===== src/hdl/shift_or_string_matcher_unit_macros.svh =====
// ----------------------------------------------------------------------------
// Assertion macros
// Shared concurrent assertion forms for the shift-or matcher.
// ----------------------------------------------------------------------------
`ifndef SHIFT_OR_STRING_MATCHER_UNIT_MACROS_SVH
`define SHIFT_OR_STRING_MATCHER_UNIT_MACROS_SVH

// same-cycle implication, disabled while in reset
`define SOM_ASSERT_IMPL(label, clk, rst_n, ante, cons) \
    label: assert property (@(posedge clk) disable iff (!(rst_n)) (ante) |-> (cons)) \
        else $error("assertion failed");

// next-cycle implication, disabled while in reset
`define SOM_ASSERT_NEXT(label, clk, rst_n, ante, cons) \
    label: assert property (@(posedge clk) disable iff (!(rst_n)) (ante) |=> (cons)) \
        else $error("assertion failed");

`endif


===== src/hdl/som_pkg.sv =====
// ----------------------------------------------------------------------------
// Shift-or matcher package
// Sizes, word types, register indexes and the byte folding function.
// ----------------------------------------------------------------------------
package som_pkg;

    localparam int MAX_PATTERN = 32;
    localparam int OFFSET_BITS = 16;
    localparam int LEN_BITS    = $clog2(MAX_PATTERN + 1);
    localparam int SEL_BITS    = (MAX_PATTERN > 1) ? $clog2(MAX_PATTERN) : 1;

    localparam int CFG_INDEX_BITS = 2;
    localparam int CFG_DATA_BITS  = 6;

    localparam logic [CFG_INDEX_BITS-1:0] CFG_PATTERN_LENGTH = 2'd0;
    localparam logic [CFG_INDEX_BITS-1:0] CFG_FOLD_CASE      = 2'd1;

    localparam logic CMD_LOAD = 1'b0;
    localparam logic CMD_TEXT = 1'b1;

    typedef struct packed {
        logic       cmd;
        logic [4:0] pattern_index;
        logic [7:0] byte_value;
        logic       first_byte;
        logic       last_byte;
    } t_in_word;

    typedef struct packed {
        logic        hit;
        logic [15:0] match_start;
        logic        found;
        logic        string_end;
    } t_out_word;

    typedef struct packed {
        logic [CFG_INDEX_BITS-1:0] index;
        logic [CFG_DATA_BITS-1:0]  value;
    } t_cfg_word;

    // broadcast to every cell of the row
    typedef struct packed {
        logic       load;
        logic       step;
        logic       last;
        logic       fold;
        logic [7:0] raw;
        logic [7:0] text;
    } t_cell_ctl;

    function automatic logic [7:0] map_byte(input logic fold, input logic [7:0] b);
        if (fold && (b >= 8'h41) && (b <= 8'h5A)) begin
            return b + 8'h20;
        end
        return b;
    endfunction

endpackage


===== src/hdl/som_if.sv =====
// ----------------------------------------------------------------------------
// Shift-or matcher channels
// Valid/ready channels for input words, result words and register writes.
// ----------------------------------------------------------------------------
interface som_in_if;
    import som_pkg::*;
    logic     valid;
    logic     ready;
    t_in_word data;
    modport source (output valid, output data, input ready);
    modport sink   (input valid, input data, output ready);
endinterface

interface som_out_if;
    import som_pkg::*;
    logic      valid;
    logic      ready;
    t_out_word data;
    modport source (output valid, output data, input ready);
    modport sink   (input valid, input data, output ready);
endinterface

interface som_cfg_if;
    import som_pkg::*;
    logic      valid;
    logic      ready;
    t_cfg_word data;
    modport source (output valid, output data, input ready);
    modport sink   (input valid, input data, output ready);
endinterface


===== src/hdl/som_cell.sv =====
// ----------------------------------------------------------------------------
// Shift-or cell
// Holds one pattern byte and its mismatch bit; takes the bit of its left
// neighbour each text step.
// ----------------------------------------------------------------------------
module som_cell (
    input  logic               i_clk,
    input  logic               i_rst_n,
    input  som_pkg::t_cell_ctl i_ctl,
    input  logic               i_wr_sel,
    input  logic               i_prev,
    input  logic               i_active,
    output logic               o_bit,
    output logic               o_next
);
    import som_pkg::*;

    logic [7:0] r_pattern;
    logic       r_bit;
    logic       n_bit;
    logic       w_miss;

    always_comb begin
        w_miss = (map_byte(i_ctl.fold, r_pattern) != i_ctl.text);
        n_bit  = (i_prev | w_miss) & i_active;
    end

    always_ff @(posedge i_clk) begin
        if (i_ctl.load && i_wr_sel) begin
            r_pattern <= i_ctl.raw;
        end
    end

    always_ff @(posedge i_clk) begin
        if (!i_rst_n) begin
            r_bit <= 1'b1;
        end else if (i_ctl.step) begin
            // end of string restarts the row as all mismatching
            r_bit <= i_ctl.last ? 1'b1 : n_bit;
        end
    end

    assign o_bit  = r_bit;
    assign o_next = n_bit;

endmodule


===== src/hdl/som_skid.sv =====
// ----------------------------------------------------------------------------
// Result skid buffer
// Output register plus one spare entry, so the row keeps taking words while
// a result waits.
// ----------------------------------------------------------------------------
`include "shift_or_string_matcher_unit_macros.svh"

module som_skid (
    input  logic               i_clk,
    input  logic               i_rst_n,
    input  logic               i_valid,
    output logic               o_ready,
    input  som_pkg::t_out_word i_data,
    som_out_if.source          o_out
);
    import som_pkg::*;

    logic      r_main_valid;
    logic      r_skid_valid;
    t_out_word r_main;
    t_out_word r_skid;
    logic      w_in_fire;
    logic      w_out_fire;

    assign o_ready    = !r_skid_valid;
    assign w_in_fire  = i_valid && !r_skid_valid;
    assign w_out_fire = r_main_valid && o_out.ready;

    always_ff @(posedge i_clk) begin
        if (!i_rst_n) begin
            r_main_valid <= 1'b0;
            r_skid_valid <= 1'b0;
        end else if (!r_main_valid || w_out_fire) begin
            if (r_skid_valid) begin
                r_main_valid <= 1'b1;
                r_skid_valid <= 1'b0;
            end else begin
                r_main_valid <= w_in_fire;
            end
        end else if (w_in_fire) begin
            // main held: park the word
            r_skid_valid <= 1'b1;
        end
    end

    always_ff @(posedge i_clk) begin
        if (!r_main_valid || w_out_fire) begin
            r_main <= r_skid_valid ? r_skid : i_data;
        end
        if (r_main_valid && !w_out_fire && w_in_fire) begin
            r_skid <= i_data;
        end
    end

    assign o_out.valid = r_main_valid;
    assign o_out.data  = r_main;

    `SOM_ASSERT_IMPL(a_skid_behind_main, i_clk, i_rst_n, r_skid_valid, r_main_valid)
    `SOM_ASSERT_NEXT(a_park_on_stall, i_clk, i_rst_n, r_main_valid && !o_out.ready && w_in_fire, r_skid_valid && r_main_valid)
    `SOM_ASSERT_NEXT(a_refill_from_skid, i_clk, i_rst_n, w_out_fire && r_skid_valid, r_main_valid && !r_skid_valid)

endmodule


===== src/hdl/shift_or_string_matcher_unit.sv =====
// ----------------------------------------------------------------------------
// Shift-or string matcher
// Results: a result word is registered into the output buffer as its input
// word is accepted. Throughput: one word per cycle while the output buffer has
// room, set by the single compare stage of the cell row feeding a two-entry output buffer.
// Reset: synchronous active low; clears the mismatch row to all ones, offset
// and found flag to zero, pattern length to one and case folding off.
// Pattern bytes are not reset.
// ----------------------------------------------------------------------------
`include "shift_or_string_matcher_unit_macros.svh"

module shift_or_string_matcher_unit (
    input  logic      i_clk,
    input  logic      i_rst_n,
    som_in_if.sink    i_in,
    som_out_if.source o_out,
    som_cfg_if.sink   i_cfg
);
    import som_pkg::*;

    logic [CFG_DATA_BITS-1:0] r_pattern_length;
    logic                     r_fold_case;
    logic [OFFSET_BITS-1:0]   r_offset;
    logic                     r_found;

    logic [LEN_BITS-1:0]    w_len;
    logic [SEL_BITS-1:0]    w_sel;
    logic [MAX_PATTERN-1:0] w_bit;
    logic [MAX_PATTERN-1:0] w_next;
    logic [MAX_PATTERN-1:0] w_prev;
    logic                   w_fire;
    logic                   w_step;
    logic                   w_skid_ready;
    logic [OFFSET_BITS-1:0] w_here;
    logic [OFFSET_BITS-1:0] w_start;
    logic                   w_found_eff;
    logic                   w_hit;
    t_cell_ctl              w_ctl;
    t_out_word              w_result;

    // register port
    assign i_cfg.ready = 1'b1;

    always_ff @(posedge i_clk) begin
        if (!i_rst_n) begin
            r_pattern_length <= CFG_DATA_BITS'(1);
            r_fold_case      <= 1'b0;
        end else if (i_cfg.valid) begin
            case (i_cfg.data.index)
                CFG_PATTERN_LENGTH: r_pattern_length <= i_cfg.data.value;
                CFG_FOLD_CASE:      r_fold_case      <= i_cfg.data.value[0];
                default: ;
            endcase
        end
    end

    // clamp length into 1..MAX_PATTERN
    always_comb begin
        if (r_pattern_length == '0) begin
            w_len = LEN_BITS'(1);
        end else if (32'(r_pattern_length) > MAX_PATTERN) begin
            w_len = LEN_BITS'(MAX_PATTERN);
        end else begin
            w_len = LEN_BITS'(r_pattern_length);
        end
        w_sel = SEL_BITS'(w_len - LEN_BITS'(1));
    end

    assign i_in.ready = w_skid_ready;
    assign w_fire     = i_in.valid && i_in.ready;
    assign w_step     = w_fire && (i_in.data.cmd == CMD_TEXT);

    always_comb begin
        w_ctl.load = w_fire && (i_in.data.cmd == CMD_LOAD);
        w_ctl.step = w_step;
        w_ctl.last = i_in.data.last_byte;
        w_ctl.fold = r_fold_case;
        w_ctl.raw  = i_in.data.byte_value;
        w_ctl.text = map_byte(r_fold_case, i_in.data.byte_value);
    end

    // shift in a match at the head; a new string sees all ones behind it
    assign w_prev[0] = 1'b0;

    genvar g;
    generate
        for (g = 0; g < MAX_PATTERN; g++) begin : g_cell
            if (g > 0) begin : g_link
                assign w_prev[g] = i_in.data.first_byte ? 1'b1 : w_bit[g-1];
            end
            som_cell u_cell (
                .i_clk    (i_clk),
                .i_rst_n  (i_rst_n),
                .i_ctl    (w_ctl),
                .i_wr_sel (32'(i_in.data.pattern_index) == g),
                .i_prev   (w_prev[g]),
                .i_active (w_len > LEN_BITS'(g)),
                .o_bit    (w_bit[g]),
                .o_next   (w_next[g])
            );
        end
    endgenerate

    always_comb begin
        w_here      = i_in.data.first_byte ? '0 : r_offset;
        w_found_eff = i_in.data.first_byte ? 1'b0 : r_found;
        w_hit       = !w_next[w_sel] && !w_found_eff;
        w_start     = w_here - OFFSET_BITS'(w_sel);
        if (i_in.data.cmd == CMD_TEXT) begin
            w_result.hit         = w_hit;
            w_result.match_start = w_hit ? 16'(w_start) : 16'd0;
            w_result.found       = w_found_eff || w_hit;
            w_result.string_end  = i_in.data.last_byte;
        end else begin
            w_result.hit         = 1'b0;
            w_result.match_start = 16'd0;
            w_result.found       = r_found;
            w_result.string_end  = 1'b0;
        end
    end

    always_ff @(posedge i_clk) begin
        if (!i_rst_n) begin
            r_offset <= '0;
            r_found  <= 1'b0;
        end else if (w_step) begin
            if (i_in.data.last_byte) begin
                r_offset <= '0;
                r_found  <= 1'b0;
            end else begin
                r_offset <= w_here + OFFSET_BITS'(1);
                r_found  <= w_found_eff || w_hit;
            end
        end
    end

    som_skid u_skid (
        .i_clk   (i_clk),
        .i_rst_n (i_rst_n),
        .i_valid (w_fire),
        .o_ready (w_skid_ready),
        .i_data  (w_result),
        .o_out   (o_out)
    );

    `SOM_ASSERT_NEXT(a_string_end_clears, i_clk, i_rst_n, w_step && i_in.data.last_byte, r_offset == '0 && !r_found)
    `SOM_ASSERT_NEXT(a_load_keeps_state, i_clk, i_rst_n, w_fire && (i_in.data.cmd == CMD_LOAD), $stable(r_offset) && $stable(r_found) && $stable(w_bit))
    `SOM_ASSERT_IMPL(a_hit_sets_found, i_clk, i_rst_n, o_out.valid && o_out.data.hit, o_out.data.found)

endmodule


===== src/flat_wrapper.sv =====
// flat-port wrapper written by rule: the top's interface ports become plain ports
module shift_or_string_matcher_unit_flat import som_pkg::*;
  (i_clk, i_rst_n, i_in_valid, i_in_data, i_in_ready, o_out_valid, o_out_data, o_out_ready, i_cfg_valid, i_cfg_data, i_cfg_ready);
  som_in_if i_in_i ();
  som_out_if o_out_i ();
  som_cfg_if i_cfg_i ();
  input  logic i_clk;
  input  logic i_rst_n;
  input wire logic [$bits(i_in_i.valid)-1:0] i_in_valid;
  input wire logic [$bits(i_in_i.data)-1:0] i_in_data;
  output wire logic [$bits(i_in_i.ready)-1:0] i_in_ready;
  output wire logic [$bits(o_out_i.valid)-1:0] o_out_valid;
  output wire logic [$bits(o_out_i.data)-1:0] o_out_data;
  input wire logic [$bits(o_out_i.ready)-1:0] o_out_ready;
  input wire logic [$bits(i_cfg_i.valid)-1:0] i_cfg_valid;
  input wire logic [$bits(i_cfg_i.data)-1:0] i_cfg_data;
  output wire logic [$bits(i_cfg_i.ready)-1:0] i_cfg_ready;
  assign i_in_i.valid = i_in_valid;
  assign i_in_i.data = i_in_data;
  assign i_in_ready = i_in_i.ready;
  assign o_out_valid = o_out_i.valid;
  assign o_out_data = o_out_i.data;
  assign o_out_i.ready = o_out_ready;
  assign i_cfg_i.valid = i_cfg_valid;
  assign i_cfg_i.data = i_cfg_data;
  assign i_cfg_ready = i_cfg_i.ready;
  shift_or_string_matcher_unit u_core (.i_clk(i_clk), .i_rst_n(i_rst_n), .i_in(i_in_i), .o_out(o_out_i), .i_cfg(i_cfg_i));
endmodule

===== config.mk =====
export PLATFORM = sky130hd
export DESIGN_NAME = shift_or_string_matcher_unit_flat
export DESIGN_NICKNAME = d
export VERILOG_FILES = /design/src/hdl/som_pkg.sv /design/src/hdl/som_if.sv /design/src/hdl/som_cell.sv /design/src/hdl/som_skid.sv /design/src/hdl/shift_or_string_matcher_unit.sv /design/src/flat_wrapper.sv
export VERILOG_INCLUDE_DIRS = /design/src /design/src/hdl
export SDC_FILE = /design/constraint.sdc
export NUM_CORES = 1
export LEC_CHECK = 0
export ABC_AREA = 1
export BUFFER_PORTS_ARGS = -buffer_cell sky130_fd_sc_hd__buf_2
export CELL_PAD_IN_SITES_DETAIL_PLACEMENT = 0
export CELL_PAD_IN_SITES_GLOBAL_PLACEMENT = 2
export CORE_UTILIZATION = 25
export DETAILED_ROUTE_END_ITERATION = 6
export PLACE_DENSITY_LB_ADDON = 0.3
export SYNTH_ARGS = -nofsm -noshare
export SYNTH_HDL_FRONTEND = slang
export SYNTH_SLANG_ARGS = --single-unit

===== constraint.sdc =====
create_clock -name i_clk -period 4.7 [get_ports i_clk]
set_clock_uncertainty 0.15 [all_clocks]
set_input_delay 0.235 -clock i_clk [delete_from_list [all_inputs] [get_ports i_clk]]
set_output_delay 0.235 -clock i_clk [all_outputs]
set_load 0.005 [all_outputs]

==> summary.md <==
| Metric | Value |
|---|---|
| First-pass GRT wire length | 108300 microns |
| Final WS setup | 0.5179 ns |
| Most used cell, CP | inv_1 |
| Die area | 85080 sq um |
| Cts bufs inserted | 46 |
| Worst path slowest cell | dfxtp_1 |
| Reg-to-reg slack, setup | 0.52 ns |
| Netlist cell types | 44 |
| Hold depth | 1 |
| Top FF cell, synth | edfxtp_1 |
| Reg2Reg Launch Point | u_core.r_pattern_length[3]$_SDFFE_PN0P_ |
| Post-synth EDFFs | 294 |
| Area growth syn-to-layout | 15.67% |
| Overall power | 7.869 mW |
| Hold endpoint | u_core.g_cell[2].u_cell.r_pattern[3]$_DFFE_PP_ |
| Cells after DPL | 3823 |
| Worst EP required | 4.88 ns |
| Number of vias per cell | 4.635 |
| Initial core utilization | 25.43% |
| Post-Route WL | 71780 microns |
| Placed wire-length estimate | 49440 microns |
| Nets | 2895 |
| Largest net degree at the start of global routing | 73 |
| Final period util | 88.98% |
| H-tree Lvls | 2 |
| Avg WL per Cell | 18.27 microns |
| Reg2Reg Depth | 21 |
| Final setup viols | 0 |
| Crit path time final | 4.182 ns |
| Startpoint types | flip-flop |
| Crit path from | u_core.r_pattern_length[3]$_SDFFE_PN0P_ |
| Initial antenna violation count | 1 |
| Cell area power density | 324.3 nW/um^2 |
| Top cell type's share of synthesized area | 42.08% |
| Worst-path maximum fanout | 8 |
| Inserted Diodes | 0 |
| Die height | 291.7 microns |
| Synthesized area per cell | 7.640 sq um |
| Finished Cell Area | 24270 sq um |
| GRT Util Overall | 16.86% |
| Seq cells post-synth | 351 |
| Mapped Area | 20980 sq um |
| Root Buffer | clkbuf_16 |
| Worst Hold Margin | 0.05278 ns |
| Max cap viols | 0 |
| TNS Setup | 0 ns |
| Drt first-iter violations | 1228 |
| RR Endpoint | u_core.u_skid.o_out.data[17]$_DFFE_PN_ |
| DR vias | 18210 |
| Unrepaired setup endpoints after global routing | false |
| Vias in the first global route | 17610 |
| DRC errors left | 0 |
| Final core utilization | 29.41% |
| Max_slew headroom | 28.99% |
| Fin. Hold Viols | 0 |
| Placed cell area | 22570 sq um |
| Total grt overflow | 0 |
| Static Leak | 10.50 nW |
| Clock Latency Late Sink | 0.58 ns |
| CP endpoint kind | flip-flop |
| Worst Hold Class | in -> reg |
| Clock Pin Slew Worst Setup and Hold Paths | 0.06 ns |
| Cell family with most CP delay | simple AND/OR/NAND/NOR gates |
| Synth area leader | edfxtp_1 |
| Share of cells above drive strength 1 | 7.768% |
| Post-Syn Instances | 2746 |
| Worst slack, placed | 0.2869 ns |
| CTS tree | yes |
| Routability cong. | 0.8623 |
| Rows | 105 |
| PortBufs | 49 |
| CP bufs+invs | 4 |
| VDD IR max | 228.3 uV |
| Synth warnings | 0 |
| # IOs | 51 |
| Worst-margin pin slew | 1.064 ns |
| Clk buf depth | 3 |
| Die width | 291.7 microns |
| Arr. time, crit path | 4.36 ns |
| Max Clk Rate | 0.2391 GHz |
| Syn Nets | 2819 |
| Kind of critical path | reg -> reg |
| CTS Sinks | 351 |
| Core footprint | 82500 sq um |
| Post-DRT Antenna Nets | 0 |
| Largest cells by area after synthesis | edfxtp_1 (42%), nand2_1 (13%), nor2_1 (7.2%), inv_1 (6.9%), dfxtp_1 (5.4%) |
| Seq/Total Area, Yosys | 47.52% |
| DR pass1 iterations | 6 |
| Non-Filler Instances | 3928 |
| HP Start | i_in_data[5] |
| Final Slew Violations | 0 |
| CP cell instances | inv_1 > nand4_1 > nand2_1 > nand2_1 > ha_1 > inv_1 > nor2_1 > nor2_2 > ha_1 > a21oi_1 > nor2_1 > o21ai_0 > inv_1 > nor2_1 > nand4_1 > nor3_2 > nand4_1 > xor2_1 > inv_1 > nand4_2 > o21bai_2 |
| Outcome | complete, no violations |
| Crit-path max cell delay | 0.38 ns |
| Async S/R FF share, synth | 0% |
| Filler cells | 8788 |
report_power, final:
part	leakage, nW	switching [mW]	internal, mW	total (mW)
Sequential	3.16	0.0388	3.46	3.50
Combinational	6.61	0.629	0.267	0.896
Clock	0.721	1.39	2.08	3.47
Total	10.5	2.06	5.81	7.87
what timing repair did:
| item | 4_1_cts | 5_1_grt |
|---|---|---|
| buffers inserted | 0 | 0 |
| hold buffers | 21 | 0 |
| endpoints found under the hold margin | 31 | 0 |
| endpoints found under the setup margin | 0 | 4 |
| resized for setup | 0 | 2 |
worst max-delay path by stage:
stage	cells after the start	end	slack, ns
detailed placement	21	u_core.u_skid.o_out.data[17]$_DFFE_PN_	0.29
global placement	21	u_core.u_skid.o_out.data[17]$_DFFE_PN_	0.32
CTS	21	u_core.u_skid.o_out.data[17]$_DFFE_PN_	0.29
global route	21	u_core.u_skid.o_out.data[17]$_DFFE_PN_	0.13
finish	21	u_core.u_skid.o_out.data[17]$_DFFE_PN_	0.52
floorplan	24	u_core.u_skid.o_out.data[17]$_DFFE_PN_	0.43
registers in the layout, indices dropped and copies added (netlist names):
name,count
u_core.u_skid.r_skid,19
u_core.r_found,1
u_core.u_skid.o_out.data,19
u_core.u_skid.r_skid_valid,1
u_core.r_fold_case,1
u_core.g_cell.u_cell.o_bit,31
u_core.u_skid.o_out.valid,1
u_core.g_cell.u_cell.r_pattern,256
u_core.r_pattern_length,6
u_core.r_offset,16
area by class of cell:
class,instances,area (sq um),area share (%)
inverters,393,1475,6.079
well taps,1070,1339,5.517
multi-input cells,1911,9112,37.55
clock inverters,22,227.7,0.9384
clock buffers,62,1251,5.156
flip-flops and latches,351,9971,41.09
repair buffers,119,890.9,3.671
synth_stat cells, types with 31 or more instances:
master,number
nand2_1,724
a21oi_1,127
dfxtp_1,57
nand4_1,72
nand3_1,215
ha_1,43
buf_2,31
edfxtp_1,294
nor2_1,404
xor2_1,33
clkbuf_1,44
inv_1,383
o21ai_0,131
o22ai_1,38
kinds of logic (layout without fill, tap and decap cells):
family	count (synthesis)	count (layout)	share of synthesized area, %
buffers and inverters	484	596	9.148
flip-flops	351	351	47.52
other	1	1	0.01787
AO/OA/AOI/OAI	337	337	8.910
AND/OR/NAND/NOR	1476	1476	29.53
adder cells (fa/ha/maj)	44	44	2.660
XOR/XNOR	53	53	2.213
cell usage in the layout (no fill, tap or decap), types with 9 or more instances in the layout:
| cell | instances |
|---|---|
| ha_1 | 43 |
| nor3_1 | 27 |
| a21oi_1 | 126 |
| nand3_1 | 215 |
| xnor2_1 | 20 |
| clkinv_1 | 9 |
| nand4_1 | 72 |
| clkbuf_1 | 12 |
| o22ai_1 | 38 |
| nor2_1 | 403 |
| o21ai_0 | 131 |
| nand2_1 | 720 |
| clkbuf_16 | 46 |
| dfxtp_1 | 56 |
| or2_2 | 11 |
| edfxtp_1 | 294 |
| o21bai_2 | 10 |
| buf_4 | 46 |
| nand4_2 | 9 |
| xor2_1 | 33 |
| dlygate4sd3_1 | 21 |
| buf_2 | 47 |
| o21bai_1 | 9 |
| inv_1 | 382 |
metal layers:
metal	track usage, %	vias to the layer above	part of all wire, %
met5	0	-	0
met4	4.583	0	2.4
met3	2.436	108	4.3
met2	26.88	426	44
met1	23.70	8524	49
li1	-	9149	-
No activity file was read; power rests on OpenSTA's default activity.
